**config.mk**
```make
export PLATFORM = sky130hd
export DESIGN_NAME = lcx_div
export DESIGN_NICKNAME = d
export VERILOG_FILES = /design/src/sv/two_channel_lux_calculation_top_macros.svh /design/src/sv/lcx_div.sv
export SDC_FILE = /design/constraint.sdc
export NUM_CORES = 1
export LEC_CHECK = 0
export ABC_AREA = 1
export BUFFER_PORTS_ARGS = -buffer_cell sky130_fd_sc_hd__buf_4
export CAP_MARGIN = 20
export CORE_MARGIN = 4
export CORE_UTILIZATION = 55
export DETAILED_ROUTE_END_ITERATION = 7
export PLACE_DENSITY = 0.71
export REMOVE_ABC_BUFFERS = 1
export SETUP_SLACK_MARGIN = 0.15
export SLEW_MARGIN = 0
export SYNTH_ARGS = -nofsm -noshare
export SYNTH_HDL_FRONTEND = slang
export SYNTH_SLANG_ARGS = --single-unit
```
**constraint.sdc**
```tcl
create_clock -name clk -period 3.37 [get_ports clk]
set_input_delay 0.337 -clock clk [delete_from_list [all_inputs] [get_ports clk]]
set_output_delay 0.337 -clock clk [all_outputs]
set_load 0.05 [all_outputs]
```
**src/sv/two_channel_lux_calculation_top_macros.svh**
```systemverilog
// ----------------------------------------------------------------------------
// Lux calculation assertion macros
// Shared property wrappers, clocked on clk and disabled during reset.
// ----------------------------------------------------------------------------
`ifndef TWO_CHANNEL_LUX_CALCULATION_TOP_MACROS_SVH
`define TWO_CHANNEL_LUX_CALCULATION_TOP_MACROS_SVH

// same-cycle implication
`define LCX_ASSERT_NOW(lbl, ante, cons) \
	lbl: assert property (@(posedge clk) disable iff (!arst_n) (ante) |-> (cons)) \
		else $error("lux calculation: same-cycle check failed");

// next-cycle implication
`define LCX_ASSERT_NEXT(lbl, ante, cons) \
	lbl: assert property (@(posedge clk) disable iff (!arst_n) (ante) |=> (cons)) \
		else $error("lux calculation: next-cycle check failed");

`endif

```
**src/sv/lcx_div.sv**
```systemverilog
// ----------------------------------------------------------------------------
// Lux calculation pipelined divider
// Restoring division, one quotient bit per register stage, with side payload.
// ----------------------------------------------------------------------------
`default_nettype none

module lcx_div #(
	parameter int NUM_W = 16,
	parameter int DEN_W = 16,
	parameter int PAY_W = 1
) (
	input  wire logic             clk,
	input  wire logic             arst_n,
	input  wire logic             adv,
	input  wire logic             in_vld,
	input  wire logic [NUM_W-1:0] in_num,
	input  wire logic [DEN_W-1:0] in_den,
	input  wire logic [PAY_W-1:0] in_pay,
	output logic                  out_vld,
	output logic [NUM_W-1:0]      out_quo,
	output logic [PAY_W-1:0]      out_pay
);

	logic [NUM_W-1:0] vld_sn;
	logic [DEN_W-1:0] rem_sn [NUM_W];
	logic [NUM_W-1:0] nq_sn  [NUM_W];
	logic [DEN_W-1:0] den_sn [NUM_W];
	logic [PAY_W-1:0] pay_sn [NUM_W];

	for (genvar g = 0; g < NUM_W; g++) begin : g_stage
		logic             vld_i;
		logic [DEN_W-1:0] rem_i;
		logic [DEN_W-1:0] den_i;
		logic [NUM_W-1:0] nq_i;
		logic [PAY_W-1:0] pay_i;
		logic [DEN_W:0]   part;
		logic             ge;

		if (g == 0) begin : g_first
			assign vld_i = in_vld;
			assign rem_i = '0;
			assign den_i = in_den;
			assign nq_i  = in_num;
			assign pay_i = in_pay;
		end else begin : g_next
			assign vld_i = vld_sn[g-1];
			assign rem_i = rem_sn[g-1];
			assign den_i = den_sn[g-1];
			assign nq_i  = nq_sn[g-1];
			assign pay_i = pay_sn[g-1];
		end

		assign part = {rem_i, nq_i[NUM_W-1]};
		assign ge   = part >= {1'b0, den_i};

		always_ff @(posedge clk or negedge arst_n) begin
			if (!arst_n) begin
				vld_sn[g] <= 1'b0;
			end else if (adv) begin
				vld_sn[g] <= vld_i;
			end
		end

		always_ff @(posedge clk) begin
			if (adv) begin
				rem_sn[g] <= ge ? DEN_W'(part - {1'b0, den_i}) : part[DEN_W-1:0];
				nq_sn[g]  <= {nq_i[NUM_W-2:0], ge};
				den_sn[g] <= den_i;
				pay_sn[g] <= pay_i;
			end
		end
	end

	assign out_vld = vld_sn[NUM_W-1];
	assign out_quo = nq_sn[NUM_W-1];
	assign out_pay = pay_sn[NUM_W-1];

endmodule

`default_nettype wire

```
# After elaboration in Yosys (flattened, before gate mapping)
# Memories as Yosys holds them, arrays and structs flattened.
# Cells that the tools add are included.
# word_totals
regBits	16
mem_bits_rw	784
in_bits	37
output_inout_bits	18
n_memories	4
# op_classes
add_sub_neg	16
order_cmp	16
n_mux	18
# mem_list
memory	depth	width	read_ports	rd_clocked_by_memory_dff	write_ports	line	rtl
den_sn	16	16	15	0	16	lcx_div.sv:27	logic [DEN_W-1:0] den_sn [NUM_W];
nq_sn	16	16	16	0	16	lcx_div.sv:26	logic [NUM_W-1:0] nq_sn [NUM_W];
rem_sn	16	16	15	0	16	lcx_div.sv:25	logic [DEN_W-1:0] rem_sn [NUM_W];
pay_sn	16	1	16	0	16	lcx_div.sv:28	logic [PAY_W-1:0] pay_sn [NUM_W];
# op_table
op	n
16-bit two-way mux	16
17-bit by 16-bit greater-or-equal comparator with 1-bit output	15
16-bit subtractor	15
1-bit by 16-bit greater-or-equal comparator with 1-bit output	1
1-bit by 16-bit subtractor with 16-bit output	1
1-bit two-way mux	2

# Logic depth before layout (Yosys ltp)
# An unclocked memory read counts as a cell.
# depth
ltp_word	3
depth_mapped	15
depth_no_buf	13

# Worst setup path before layout
# No wires, ideal clock.
# synth_timing
path_type	flip-flop to flip-flop
from	memory den_sn[6][0]
to	memory rem_sn[7][8], in the netlist rem_sn[0][120], data pin
setup_time_ps	253
t_arrival_ps	1669
path_slack_ps	1448
path_stages_with_launch	10
synth_period_minus_slack_ps	1922
path_cell_list	edfxtp_1 -> ha_1 -> fa_1 -> inv_1 -> nand3_1 -> nand3_1 -> a21oi_1 -> or2_2 -> nand3_1 -> nand2_1
# synth_rtl
element	line
start: declaration	lcx_div.sv:27
end: declaration	lcx_div.sv:25

==> run summary <==
Post-DP HPWL - 74940 microns
Max frequency - 391.9 MHz
Core area - 77470 sq um
Slew HR - 24.45%
R2R Setup Slk - 0.82 ns
Number of core rows - 102
Via-to-Cell Ratio - 5.161
Max-cap violations - 0
CTS Buf Count - 82
RSZ-0062 raised after global routing - false
Power Density - 819.4 nW/um^2
Most common cell after layout, fill and taps aside - nand2_1
Fraction of layout cells with a size suffix above 1 - 6.261%
CTS HTree Levels - 3
Max VDD drop - 0.0004156 V
Crit share post-route - 75.71%
Max incr delay on CP - 0.46 ns
Worst-Margin Slew - 1.124 ns
Main synth FF type - edfxtp_1
Initial antenna violation count - 1
First-pass GRT wire length - 158700 microns
Number of enable flip-flop cells after synthesis - 752
Gr usage total - 24.25%
1st-pass router iterations - 6
Netlist cell types - 45
Sequential Area - 22980 sq um
FF-to-FF path depth - 11
Crit path buffers/inverters - 3
Seq/Total Area, Yosys - 53.51%
Status - finished clean
Vias in the first global route - 30350
Setup Crit Path Kind - reg -> reg
CTS tree - yes
DRC violations left - 0
Post-route ant nets - 0
Post-Route WL - 99360 microns
Routed len/inst - 16.28 microns
Crit-path most repeated cell - nand2_1
I/O pins - 55
Yosys warning total - 0
Arr. time, crit path - 2.90 ns
Commonest non-fill, non-tap cells in the layout - nand2_1 (1744), inv_1 (925), edfxtp_1 (752)
Critical Path, Cell by Cell - inv_1 > ha_1 > nand2_1 > inv_1 > nand2_1 > nor3_1 > nand2_1 > nand2_2 > inv_1 > nand2_1 > nand2_1
Synth async-reset ratio - 2.083%
Skew-Pair Late Insertion Delay - 0.65 ns
Final hold violation count - 0
Fillers - 6606
Syn_area_per_cell - 8.868 sq um
Tmin final - 2.551 ns
Crit path from - den_sn[6][11]$_DFFE_PP_
Final core utilization - 61.66%
DIE AREA - 82620 sq um
Place WS - 0.8909 ns
Crit Path Max Fanout - 14
Die height - 287.4 microns
Post-layout power - 0.03914 W
Setup TNS - 0 ns
1st-iter DRT viols - 2744
Bufs on Longest Clock Path - 3
Area Overhead vs Synth - 11.21%
Post-CTS sizing - 0
Initial Util - 55.44%
Synth Register Bits - 768
Startpoint types - register
Clk_skew - 0.02263 ns
Post-DP Area - 44650 sq um
Hold/Removal Path Class - in -> async
Grt total ovfl - 0
Max-slew violations - 0
Final setup fails - 0
Die width - 287.4 microns
Required time worst endpoint - 3.72 ns
Port Buffers - 54
Gpl congestion - 0.9469
Leak - 23.61 nW
Reg2reg start - den_sn[6][11]$_DFFE_PP_
Cell family with most CP delay - simple AND/OR/NAND/NOR gates
Root buffer cell - clkbuf_16
Clock transition at path regs - 0.06 ns
Synth Instances - 4843
Largest net degree at the start of global routing - 100
Routed vias - 31500
Slowest-stage cell, CP - edfxtp_1
Final #Nets - 5289
Reg-to-Reg End - rem_sn[0][121]$_DFFE_PP_
Fin area - 47760 sq um
Sink Count - 768
Post-synthesis cell area - 42950 sq um
Multi-input logic area - 16090 sq um
Crit. End Element - register
Setup WS post-layout - 0.8186 ns
## flip-flops by register name (all words and copies together), names as in the netlist
signal         cells
g_stage.vld_i     15
rem_sn           240
pay_sn            16
out_vld            1
den_sn           240
nq_sn            256
## kinds of logic (layout without fill, tap and decap cells)
group | count (synthesis) | count (layout) | synth area share [%]
AOI/OAI and AO/OA | 179 | 179 | 2.290
xor gates and xnor gates | 85 | 85 | 1.733
adders and majority gates | 256 | 256 | 7.702
buffers and inverters | 983 | 1203 | 9.051
DFF | 768 | 768 | 53.51
muxes | 2 | 2 | 0.05243
other | 0 | 1 | 0
and+or+nand+nor | 2570 | 2570 | 25.66
## where the power goes
part	internal, W	switching (W)	total, W
Combinational	0.00531	0.0102	0.0156
Clock	0.00540	0.00387	0.00927
Sequential	0.0131	0.00125	0.0143
## synth_stat cells, types with 2 or more instances
cell type | count | area share (%)
a21boi_1 | 2 | 0.035
a21boi_2 | 3 | 0.079
a21oi_1 | 135 | 1.6
and2_1 | 18 | 0.26
and3_1 | 6 | 0.087
buf_2 | 24 | 0.28
buf_4 | 8 | 0.14
buf_6 | 14 | 0.37
clkbuf_1 | 3 | 0.026
clkbuf_2 | 4 | 0.047
dfrtp_1 | 16 | 0.93
edfxtp_1 | 752 | 53
fa_1 | 14 | 0.65
ha_1 | 242 | 7.0
inv_1 | 925 | 8.1
inv_2 | 3 | 0.026
mux2_2 | 2 | 0.052
nand2_1 | 1744 | 15
nand2_2 | 23 | 0.34
nand2_4 | 14 | 0.37
nand3_1 | 389 | 4.5
nand3_2 | 11 | 0.26
nand3_4 | 5 | 0.20
nand3b_1 | 27 | 0.47
nand4_1 | 68 | 0.99
nor2_1 | 182 | 1.6
nor2_2 | 12 | 0.17
nor2_4 | 15 | 0.39
nor3_1 | 42 | 0.49
nor3_2 | 2 | 0.047
nor4_1 | 2 | 0.029
nor4_2 | 2 | 0.058
o21a_1 | 13 | 0.23
o21ai_0 | 13 | 0.15
o21bai_1 | 10 | 0.17
or2_2 | 6 | 0.087
xnor2_1 | 18 | 0.37
xor2_1 | 67 | 1.4
## layout make-up
class,instances,area share [%]
clock buffer,99,4.430
clock inverter,52,1.341
timing repair buffer,124,2.410
multi-input combinational,3092,33.68
tap,1040,2.724
inverter,928,7.293
antenna,1,0.005239
sequential,768,48.12
## worst max path at each step
stage / endpoint / depth (start not counted)
2_1_floorplan: rem_sn[0][120]$_DFFE_PP_ / 10
3_3_place_gp: rem_sn[0][121]$_DFFE_PP_ / 11
3_5_place_dp: rem_sn[0][121]$_DFFE_PP_ / 11
4_1_cts: rem_sn[0][27]$_DFFE_PP_ / 11
5_1_grt: rem_sn[0][121]$_DFFE_PP_ / 13
6_report: rem_sn[0][121]$_DFFE_PP_ / 11
## layer usage
layer	GRT usage [%]	wire, microns	share of wire [%]	up-vias
li1	-	-	-	15860
met1	33.33	44060	44	14500
met2	38.92	45190	45	915
met3	3.632	5862	5.9	224
met4	9.734	4241	4.3	2
met5	0	9	0.0091	-
## through the flow
| step | cells | hold slack, ns |
|---|---|---|
| finish | 6104 | 0.09434 |
| floorplan | 4788 | 0.04141 |
| global route | 6103 | 0.09862 |
| CTS | 6103 | 0.05460 |
| detailed placement | 5917 | 0.2048 |
| global placement | 5917 | 0.2011 |
## timing repair
action | CTS | global route
hold buffers | 35 | 0
hold endpoints to repair | 50 | 0
buffers inserted | 0 | 0
(Power assumes the default switching activity.)
